## src/rtl/swa_pkg.sv

```systemverilog
// Shared types and fixed constants of the sliding window average block.
`default_nettype none

package swa_pkg;

  // Width of the window width register and its value after reset
  localparam int WIDTH_REG_BITS = 7;
  localparam logic [WIDTH_REG_BITS-1:0] WIDTH_RESET = 7'd13;

  // Fixed-point format of the average
  localparam int FRAC_BITS = 16;
  localparam int AVG_BITS  = 32;

  // Register port geometry
  localparam int ADDR_BITS = 3;
  localparam int DATA_BITS = 32;

  // Register index, taken from the word address bit
  localparam logic [0:0] REG_WINDOW_WIDTH = 1'b0;

  // Commands from the controller to the datapath
  typedef struct packed {
    logic capture;   // latch the item, clear the series if asked
    logic rd_issue;  // read the ring entry that leaves the window
    logic update;    // write ring, update sum, slot and fill count
    logic div_start; // load the divider with the scaled sum
    logic load_out;  // move the finished result into the output register
  } swa_cmd_t;

  // Status from the datapath to the controller
  typedef struct packed {
    logic div_busy;
  } swa_sts_t;

endpackage

`default_nettype wire

```

## src/rtl/swa_regs.sv

```systemverilog
// Configuration register file with its APB-style access port.
`default_nettype none

module swa_regs (
  input  logic                           clk,
  input  logic                           rst,
  input  logic                           psel,
  input  logic                           penable,
  input  logic                           pwrite,
  input  logic [swa_pkg::ADDR_BITS-1:0]  paddr,
  input  logic [swa_pkg::DATA_BITS-1:0]  pwdata,
  output logic [swa_pkg::DATA_BITS-1:0]  prdata,
  output logic                           pready,
  output logic [swa_pkg::WIDTH_REG_BITS-1:0] window_width
);
  import swa_pkg::*;

  logic [0:0] reg_idx;
  logic       wr_en;

  // Word address picks the register; byte offset bits are ignored
  assign reg_idx = paddr[ADDR_BITS-1 -: 1];
  assign wr_en   = psel && penable && pwrite;
  assign pready  = 1'b1;

  always_ff @(posedge clk) begin
    if (rst) begin
      window_width <= WIDTH_RESET;
    end else if (wr_en && (reg_idx == REG_WINDOW_WIDTH)) begin
      window_width <= pwdata[WIDTH_REG_BITS-1:0];
    end
  end

  // Read back; unmapped addresses read as zero
  always_comb begin
    if (reg_idx == REG_WINDOW_WIDTH) begin
      prdata = DATA_BITS'(window_width);
    end else begin
      prdata = '0;
    end
  end

endmodule

`default_nettype wire

```

## src/rtl/swa_div.sv

```systemverilog
// Restoring divider, one quotient bit per cycle, signed dividend over a positive divisor.
`default_nettype none

module swa_div #(
  parameter int DVD_BITS = 38,
  parameter int DVS_BITS = 7
) (
  input  logic                       clk,
  input  logic                       rst,
  input  logic                       start,
  input  logic signed [DVD_BITS-1:0] dividend,
  input  logic [DVS_BITS-1:0]        divisor,
  output logic                       busy,
  output logic [DVD_BITS-1:0]        quot_mag,
  output logic                       quot_neg
);

  localparam int CNT_BITS = $clog2(DVD_BITS);

  logic [CNT_BITS-1:0] cnt;
  logic [DVD_BITS-1:0] quot;
  logic [DVS_BITS-1:0] rem;
  logic [DVS_BITS-1:0] dvs;
  logic                neg;
  logic [DVS_BITS:0]   shifted;
  logic [DVS_BITS:0]   diff;
  logic                fits;

  // Trial subtraction of one step
  assign shifted = {rem, quot[DVD_BITS-1]};
  assign diff    = shifted - {1'b0, dvs};
  assign fits    = (shifted >= {1'b0, dvs});

  // Control: busy from start until a quotient bit has been shifted in for every dividend bit
  always_ff @(posedge clk) begin
    if (rst) begin
      busy <= 1'b0;
      cnt  <= '0;
    end else if (start) begin
      busy <= 1'b1;
      cnt  <= '0;
    end else if (busy) begin
      cnt <= cnt + CNT_BITS'(1);
      if (cnt == CNT_BITS'(DVD_BITS - 1)) begin
        busy <= 1'b0;
      end
    end
  end

  // Datapath: magnitude in, quotient shifts in from the right
  always_ff @(posedge clk) begin
    if (start) begin
      quot <= dividend[DVD_BITS-1] ? DVD_BITS'(-dividend) : DVD_BITS'(dividend);
      rem  <= '0;
      dvs  <= divisor;
      neg  <= dividend[DVD_BITS-1];
    end else if (busy) begin
      quot <= {quot[DVD_BITS-2:0], fits};
      rem  <= fits ? diff[DVS_BITS-1:0] : shifted[DVS_BITS-1:0];
    end
  end

  assign quot_mag = quot;
  assign quot_neg = neg;

  // A started division is running on the next cycle
  a_start_busy: assert property (@(posedge clk) disable iff (rst)
    start |=> busy)
    else $error("divider not busy after start");

  // Partial remainder always stays below the divisor
  a_rem_bound: assert property (@(posedge clk) disable iff (rst)
    busy |-> (rem < dvs))
    else $error("partial remainder not below divisor");

endmodule

`default_nettype wire

```

## src/rtl/swa_datapath.sv

```systemverilog
// Datapath: sample ring, running sum, fill tracking, divider and output register.
`default_nettype none

module swa_datapath #(
  parameter int WINDOW_MAX  = 64,
  parameter int SAMPLE_BITS = 16
) (
  input  logic                                 clk,
  input  logic                                 rst,
  input  swa_pkg::swa_cmd_t                    cmd,
  output swa_pkg::swa_sts_t                    sts,
  input  logic [swa_pkg::WIDTH_REG_BITS-1:0]   window_width,
  input  logic signed [SAMPLE_BITS-1:0]        sample,
  input  logic                                 start_series,
  output logic signed [swa_pkg::AVG_BITS-1:0]  average,
  output logic                                 window_full
);
  import swa_pkg::*;

  localparam int PTR_BITS = (WINDOW_MAX > 1) ? $clog2(WINDOW_MAX) : 1;
  localparam int CNT_BITS = $clog2(WINDOW_MAX + 1);
  localparam int IDX_BITS = CNT_BITS + 1;
  localparam int SUM_BITS = SAMPLE_BITS + PTR_BITS;
  localparam int DVD_BITS = SUM_BITS + FRAC_BITS;

  // Ring memory, no reset: an entry's value is used only after this series wrote it
  logic signed [SAMPLE_BITS-1:0] ring [WINDOW_MAX];

  logic signed [SAMPLE_BITS-1:0] smp;
  logic signed [SAMPLE_BITS-1:0] rd_data;
  logic [CNT_BITS-1:0]           w_eff;
  logic [PTR_BITS-1:0]           write_slot;
  logic [CNT_BITS-1:0]           fill_count;
  logic signed [SUM_BITS-1:0]    run_sum;
  logic                          full;

  logic [31:0]                   width_ext;
  logic [CNT_BITS-1:0]           w_clamped;
  logic [IDX_BITS-1:0]           slot_ext;
  logic [IDX_BITS-1:0]           w_ext;
  logic [PTR_BITS-1:0]           old_idx;
  logic signed [SAMPLE_BITS-1:0] drop;
  logic signed [SUM_BITS-1:0]    run_sum_next;
  logic [CNT_BITS-1:0]           fill_count_next;
  logic [PTR_BITS-1:0]           write_slot_next;
  logic                          full_next;
  logic signed [DVD_BITS-1:0]    dividend;
  logic                          div_busy;
  logic [DVD_BITS-1:0]           quot_mag;
  logic                          quot_neg;
  logic [63:0]                   mag_ext;
  logic signed [AVG_BITS-1:0]    avg_sat;

  // Clamp the register to 1..WINDOW_MAX
  assign width_ext = 32'(window_width);
  always_comb begin
    if (width_ext == 32'd0) begin
      w_clamped = CNT_BITS'(1);
    end else if (width_ext > 32'(WINDOW_MAX)) begin
      w_clamped = CNT_BITS'(WINDOW_MAX);
    end else begin
      w_clamped = CNT_BITS'(width_ext);
    end
  end

  // Slot of the sample leaving the window, w_eff slots behind write_slot
  assign slot_ext = IDX_BITS'(write_slot);
  assign w_ext    = IDX_BITS'(w_eff);
  always_comb begin
    if (slot_ext >= w_ext) begin
      old_idx = PTR_BITS'(slot_ext - w_ext);
    end else begin
      old_idx = PTR_BITS'(slot_ext + IDX_BITS'(WINDOW_MAX) - w_ext);
    end
  end

  // Series update
  assign drop         = (fill_count >= w_eff) ? rd_data : '0;
  assign run_sum_next = run_sum + SUM_BITS'(smp) - SUM_BITS'(drop);

  always_comb begin
    if (fill_count < CNT_BITS'(WINDOW_MAX)) begin
      fill_count_next = fill_count + CNT_BITS'(1);
    end else begin
      fill_count_next = fill_count;
    end
  end

  always_comb begin
    if (write_slot == PTR_BITS'(WINDOW_MAX - 1)) begin
      write_slot_next = '0;
    end else begin
      write_slot_next = write_slot + PTR_BITS'(1);
    end
  end

  assign full_next = (fill_count_next >= w_eff);

  // Series state: cleared by reset and by a series start
  always_ff @(posedge clk) begin
    if (rst) begin
      write_slot <= '0;
      fill_count <= '0;
      run_sum    <= '0;
    end else if (cmd.capture && start_series) begin
      write_slot <= '0;
      fill_count <= '0;
      run_sum    <= '0;
    end else if (cmd.update) begin
      write_slot <= write_slot_next;
      fill_count <= fill_count_next;
      run_sum    <= run_sum_next;
    end
  end

  // Item payload and window flag
  always_ff @(posedge clk) begin
    if (cmd.capture) begin
      smp   <= sample;
      w_eff <= w_clamped;
    end
    if (cmd.update) begin
      full <= full_next;
    end
  end

  // Ring write port
  always_ff @(posedge clk) begin
    if (cmd.update) begin
      ring[write_slot] <= smp;
    end
  end

  // Ring read port, registered
  always_ff @(posedge clk) begin
    if (cmd.rd_issue) begin
      rd_data <= ring[old_idx];
    end
  end

  // Scaled sum over the window width
  assign dividend = {run_sum, {FRAC_BITS{1'b0}}};

  swa_div #(
    .DVD_BITS (DVD_BITS),
    .DVS_BITS (CNT_BITS)
  ) u_div (
    .clk      (clk),
    .rst      (rst),
    .start    (cmd.div_start),
    .dividend (dividend),
    .divisor  (w_eff),
    .busy     (div_busy),
    .quot_mag (quot_mag),
    .quot_neg (quot_neg)
  );

  assign sts.div_busy = div_busy;

  // Apply sign and saturate to the 32-bit range
  assign mag_ext = 64'(quot_mag);
  always_comb begin
    if (quot_neg) begin
      if (mag_ext > 64'h0000_0000_8000_0000) begin
        avg_sat = 32'sh8000_0000;
      end else begin
        avg_sat = -$signed(mag_ext[31:0]);
      end
    end else begin
      if (mag_ext > 64'h0000_0000_7FFF_FFFF) begin
        avg_sat = 32'sh7FFF_FFFF;
      end else begin
        avg_sat = $signed(mag_ext[31:0]);
      end
    end
  end

  // Output register
  always_ff @(posedge clk) begin
    if (cmd.load_out) begin
      average     <= full ? avg_sat : '0;
      window_full <= full;
    end
  end

endmodule

`default_nettype wire

```

## src/rtl/swa_ctrl.sv

```systemverilog
// Controller: sequences one item through the datapath and owns the output handshake.
`default_nettype none

module swa_ctrl (
  input  logic              clk,
  input  logic              rst,
  input  logic              in_valid,
  output logic              in_ready,
  output logic              out_valid,
  input  logic              out_ready,
  output swa_pkg::swa_cmd_t cmd,
  input  swa_pkg::swa_sts_t sts
);
  import swa_pkg::*;

  typedef enum logic [2:0] {
    S_IDLE,
    S_READ,
    S_UPDATE,
    S_DSTART,
    S_DIV,
    S_FINISH
  } state_t;

  state_t state;
  state_t state_next;

  // State and output valid flag
  always_ff @(posedge clk) begin
    if (rst) begin
      state     <= S_IDLE;
      out_valid <= 1'b0;
    end else begin
      state <= state_next;
      if (cmd.load_out) begin
        out_valid <= 1'b1;
      end else if (out_ready) begin
        out_valid <= 1'b0;
      end
    end
  end

  // Next state and commands
  always_comb begin
    state_next = state;
    cmd        = '0;
    in_ready   = 1'b0;
    unique case (state)
      S_IDLE: begin
        in_ready = 1'b1;
        if (in_valid) begin
          cmd.capture = 1'b1;
          state_next  = S_READ;
        end
      end
      S_READ: begin
        cmd.rd_issue = 1'b1;
        state_next   = S_UPDATE;
      end
      S_UPDATE: begin
        cmd.update = 1'b1;
        state_next = S_DSTART;
      end
      S_DSTART: begin
        cmd.div_start = 1'b1;
        state_next    = S_DIV;
      end
      S_DIV: begin
        if (!sts.div_busy) begin
          state_next = S_FINISH;
        end
      end
      S_FINISH: begin
        // wait until the output register is free or being emptied
        if (!out_valid || out_ready) begin
          cmd.load_out = 1'b1;
          state_next   = S_IDLE;
        end
      end
      default: begin
        state_next = S_IDLE;
      end
    endcase
  end

  // At most one datapath command per cycle
  a_cmd_onehot: assert property (@(posedge clk) disable iff (rst)
    $onehot0(cmd))
    else $error("more than one datapath command at once");

  // A result never overwrites one that is still waiting
  a_no_overwrite: assert property (@(posedge clk) disable iff (rst)
    cmd.load_out |-> (!out_valid || out_ready))
    else $error("output register overwritten");

endmodule

`default_nettype wire

```

## src/rtl/sliding_window_average.sv

```systemverilog
// Sliding window average: top level joining register port, controller and datapath.
//
// Each accepted item yields exactly one result: the mean of the last window_width samples
// (clamped to 1..WINDOW_MAX) in signed fixed point with 16 fraction bits, truncated toward
// zero, or zero with window_full low until the window has filled. An item passes, after
// acceptance, through ring read, sum update, divider load, the division by the restoring
// divider, which produces one quotient bit per cycle over the scaled sum, the end of the
// division and result load before the result is presented. Items are handled one at a
// time; the next item is taken as soon as the previous result is in the output register,
// even while that result waits to be taken. The sample ring is not cleared after reset:
// entries are only used once the current series has written them.
`default_nettype none

module sliding_window_average #(
  parameter int WINDOW_MAX  = 64,
  parameter int SAMPLE_BITS = 16
) (
  input  logic                                 clk,
  input  logic                                 rst,
  // input items
  input  logic                                 in_valid,
  output logic                                 in_ready,
  input  logic signed [SAMPLE_BITS-1:0]        sample,
  input  logic                                 start_series,
  // result items
  output logic                                 out_valid,
  input  logic                                 out_ready,
  output logic signed [swa_pkg::AVG_BITS-1:0]  average,
  output logic                                 window_full,
  // register port
  input  logic                                 psel,
  input  logic                                 penable,
  input  logic                                 pwrite,
  input  logic [swa_pkg::ADDR_BITS-1:0]        paddr,
  input  logic [swa_pkg::DATA_BITS-1:0]        pwdata,
  output logic [swa_pkg::DATA_BITS-1:0]        prdata,
  output logic                                 pready
);
  import swa_pkg::*;

  logic [WIDTH_REG_BITS-1:0] window_width;
  swa_cmd_t                  cmd;
  swa_sts_t                  sts;

  swa_regs u_regs (
    .clk          (clk),
    .rst          (rst),
    .psel         (psel),
    .penable      (penable),
    .pwrite       (pwrite),
    .paddr        (paddr),
    .pwdata       (pwdata),
    .prdata       (prdata),
    .pready       (pready),
    .window_width (window_width)
  );

  swa_ctrl u_ctrl (
    .clk       (clk),
    .rst       (rst),
    .in_valid  (in_valid),
    .in_ready  (in_ready),
    .out_valid (out_valid),
    .out_ready (out_ready),
    .cmd       (cmd),
    .sts       (sts)
  );

  swa_datapath #(
    .WINDOW_MAX  (WINDOW_MAX),
    .SAMPLE_BITS (SAMPLE_BITS)
  ) u_datapath (
    .clk          (clk),
    .rst          (rst),
    .cmd          (cmd),
    .sts          (sts),
    .window_width (window_width),
    .sample       (sample),
    .start_series (start_series),
    .average      (average),
    .window_full  (window_full)
  );

endmodule

`default_nettype wire
```

## config.mk

```make
export PLATFORM = sky130hd
export DESIGN_NAME = sliding_window_average
export DESIGN_NICKNAME = d
export VERILOG_FILES = /design/src/rtl/swa_pkg.sv /design/src/rtl/swa_regs.sv /design/src/rtl/swa_div.sv /design/src/rtl/swa_datapath.sv /design/src/rtl/swa_ctrl.sv /design/src/rtl/sliding_window_average.sv
export SDC_FILE = /design/constraint.sdc
export NUM_CORES = 1
export LEC_CHECK = 0
export BUFFER_PORTS_ARGS = -buffer_cell sky130_fd_sc_hd__buf_2
export CAP_MARGIN = 20
export CORE_MARGIN = 4
export CORE_UTILIZATION = 54
export DETAILED_ROUTE_END_ITERATION = 16
export PLACE_DENSITY = 0.7
export SLEW_MARGIN = 20
export SYNTH_ARGS = -nofsm -noshare
export SYNTH_HDL_FRONTEND = slang
export SYNTH_SLANG_ARGS = --single-unit
```

## constraint.sdc

```tcl
create_clock -name clk -period 11.2 [get_ports clk]
set_input_delay 1.12 -clock clk [delete_from_list [all_inputs] [get_ports clk]]
set_output_delay 1.12 -clock clk [all_outputs]
set_load 0.01 [all_outputs]
```

==> impl_metrics.env <==
export IMPL_syn_area_um2=49900
export IMPL_cp_cell_sequence="inv_1 -> ha_4 -> inv_1 -> fa_4 -> buf_4 -> buf_4 -> mux4_2 -> mux4_2 -> mux2i_1 -> mux2i_1"
export IMPL_maxSlewViolCount=0
export IMPL_cts_tree="done"
export IMPL_syn_avg_cell_area_um2=18.4
export IMPL_fp_dieH_um=312
export IMPL_setup_viol=0
export IMPL_grt_usage_pct=23.0
export IMPL_p_total_uw=10600
export IMPL_ys_warn_count=0
export IMPL_start_util_pct=54.5
export IMPL_drive_above_1_share_pct=23.8
export IMPL_via_per_inst=6.17
export IMPL_period_share_pct=48.6
export IMPL_cts_made_buffers=116
export IMPL_core_um2=91700
export IMPL_cts_resized=0
export IMPL_yosysSeqAreaShare_pct=71.2
export IMPL_synth_top_area_share_pct=68.8
export IMPL_grt_start_max_net_pins=113
export IMPL_power_leakage_uw=0.0184
export IMPL_maxCapViolCount=0
export IMPL_tightestPinTransition_ns=1.05
export IMPL_cp_num_cells=10
export IMPL_syn_inst=2714
export IMPL_synth_most_common_cell="edfxtp_1"
export IMPL_grt_pass1_wl_um=167000
export IMPL_powerDensity_nw_per_um2=190
export IMPL_synth_top_cell_by_area="edfxtp_1"
export IMPL_drc=0
export IMPL_cp_required_ns=11.63
export IMPL_gr_total_overflow=0
export IMPL_r2r_cells=10
export IMPL_seq_area_um2=35500
export IMPL_worstHoldStart="u_datapath.w_eff[1]$_SDFFCE_PP0P_"
export IMPL_ys_flop_type="edfxtp_1"
export IMPL_io_pins=127
export IMPL_hold_viol=0
export IMPL_multi_input_area_um2=13500
export IMPL_grt_pass1_vias=26000
export IMPL_max_clock_path_buffers=3
export IMPL_cts_setup_buffers=0
export IMPL_clk_latency_ns=0.71
export IMPL_cp_max_fo=63
export IMPL_fin_nets=3013
export IMPL_synth_cell_types=69
export IMPL_n_antenna_cell=0
export IMPL_clock_sinks=1203
export IMPL_syn_to_final_growth_pct=12.1
export IMPL_path_buf_inv=4
export IMPL_hp_class="flop to flop"
export IMPL_die_area_um2=97400
export IMPL_std_cell_rows=111
export IMPL_ir_drop_v=0.000166
export IMPL_arrival_ns=5.87
export IMPL_fp_dieW_um=312
export IMPL_ys_top_cells_by_area="edfxtp_1 (69%), mux4_2 (14%), dfxtp_1 (2.4%)"
export IMPL_worstReg2RegStart="u_datapath.write_slot[0]$_SDFFE_PP0P_"
export IMPL_path_clk_slew_ns=0.06
export IMPL_firstDrtPassIters=6
export IMPL_critPathKind="flop to flop"
export IMPL_crit_slowest_cell="fa_4"
export IMPL_setup_tns_ns=0
export IMPL_ys_ff_latch=1203
export IMPL_cpPeakStageDelay_ns=0.95
export IMPL_netlist_top_cells_count="edfxtp_1 (1143), mux4_2 (320), nor2_1 (154), inv_1 (110), nand2_1 (106)"
export IMPL_dpl_hpwl_um=63700
export IMPL_max_slew_margin_pct=30.2
export IMPL_cp_top_family="buffers and inverters"
export IMPL_gp_congestion=0.842
export IMPL_synthArstFlopShare_pct=0
export IMPL_drtAntennaViolNets=0
export IMPL_cts_root_buf="clkbuf_16"
export IMPL_hold_buffers=0
export IMPL_port_buffers=73
export IMPL_routed_wl_um=111000
export IMPL_worstReg2RegEnd="u_datapath.rd_data[2]$_DFFE_PP_"
export IMPL_wl_per_cell_um=26.6
export IMPL_crit_start="u_datapath.write_slot[0]$_SDFFE_PP0P_"
export IMPL_run_status="completed"
export IMPL_vias=25700
export IMPL_antenna_found_initial=0
export IMPL_period_needed_ns=5.44
export IMPL_htreeDepth=3
export IMPL_rrSetupSlack_ns=5.76
export IMPL_rsz0062_at_grt="false"
export IMPL_clock_skew_ns=0.0711
export IMPL_fmax_mhz=184
export IMPL_hold_slack_ns=0.458
export IMPL_final_fill_count=6446
export IMPL_first_iter_violations=2701
export IMPL_crit_path_end_kind="flop"
export IMPL_start_kind="flop"
export IMPL_crit_path_end="u_datapath.rd_data[2]$_DFFE_PP_"
export IMPL_synth_edf_count=1143
==> placed cells by master, fill, tap and decap left out, types with 12 or more instances in the layout <==
cell type	n
or3_1	14
xnor2_1	38
fa_1	22
nor2b_1	32
ha_1	53
nand2_1	106
nand3_1	30
or2_2	13
a21oi_1	91
mux4_2	320
nor4_1	13
clkinv_2	30
nor3_1	28
and2_1	14
clkinv_1	27
nand4_1	14
clkbuf_16	119
mux2i_1	57
conb_1	26
dfxtp_1	60
a31oi_1	12
xor2_1	18
nor2_1	147
edfxtp_1	1143
clkbuf_1	19
inv_1	110
bufinv_16	13
o21ai_0	86
buf_2	73
nand2b_1	12
buf_4	101
==> metal layers <==
| layer | GRT usage, % | wire length [µm] | part of all wire, % | vias up |
|---|---|---|---|---|
| li1 | - | - | - | 11100 |
| met1 | 31.8 | 44200 | 40 | 13400 |
| met2 | 38.8 | 56500 | 51 | 1004 |
| met3 | 3.33 | 7470 | 6.7 | 181 |
| met4 | 6.20 | 2790 | 2.5 | 0 |
| met5 | 0 | 0 | 0 | - |
==> where the power goes <==
group / switching (µW) / internal, µW / total (µW)
sequential: 50.7 / 5050 / 5100
clock: 1670 / 2260 / 3920
combinational: 891 / 693 / 1580
==> worst reg2reg max path, stage by stage (launching register included) <==
cell	delay (ns)
dfxtp_1	0.41
inv_1	0.31
ha_4	0.18
inv_1	0.06
fa_4	0.95
buf_4	0.76
buf_4	0.89
mux4_2	0.53
mux4_2	0.56
mux2i_1	0.40
mux2i_1	0.16
==> registers in the layout, summed over array words and instances, names as in the netlist, 3 cells and up <==
register,count
u_ctrl.state,3
u_datapath.average,32
u_datapath.fill_count,7
u_datapath.rd_data,16
u_datapath.ring,1024
u_datapath.run_sum,22
u_datapath.smp,16
u_datapath.u_div.cnt,6
u_datapath.u_div.dvs,7
u_datapath.u_div.quot_mag,38
u_datapath.u_div.rem,7
u_datapath.w_eff,7
u_datapath.write_slot,6
u_regs.window_width,7
==> metrics by stage <==
step | std cells | cell area, µm² | utilization (%) | setup slack, ns
final | 4165 | 55900 | 61.0 | 5.76
after global routing | 4165 | 55900 | 61.0 | 5.64
after CTS | 4164 | 55900 | 61.0 | 5.81
after detailed placement | 3944 | 52000 | 56.8 | 5.78
after global placement | 3944 | 52000 | 56.7 | 5.87
after floorplan | 2738 | 50000 | - | 7.17
==> how the worst min path moves through the flow <==
stage / endpoint / cells past startpoint
floorplan: u_datapath.u_div.dvs[1]$_DFFE_PP_ / 0
CTS: u_datapath.u_div.dvs[1]$_DFFE_PP_ / 0
finish: u_datapath.u_div.dvs[1]$_DFFE_PP_ / 0
global placement: u_datapath.u_div.dvs[1]$_DFFE_PP_ / 0
detailed placement: u_datapath.u_div.dvs[1]$_DFFE_PP_ / 0
global route: u_datapath.u_div.dvs[1]$_DFFE_PP_ / 0
==> cells by family after synthesis <==
logic type / count (synthesis) / share of synthesized area [%]
other: 2 / 0.0150
muxes: 378 / 15.6
DFF: 1203 / 71.2
and+or+nand+nor: 462 / 4.44
AOI/OAI and AO/OA: 266 / 3.22
adders and majority gates: 77 / 2.28
buffers and inverters: 266 / 2.23
xor gates and xnor gates: 60 / 1.05
==> layout make-up <==
cell class	count	area share [%]
flip-flops and latches	1203	63.5
multi-input cells	1269	24.1
clock buffers	139	5.47
well taps	1186	2.65
repair buffers	176	2.09
clock inverters	81	1.46
inverters	111	0.745
No activity file was read; power rests on OpenSTA's default activity.
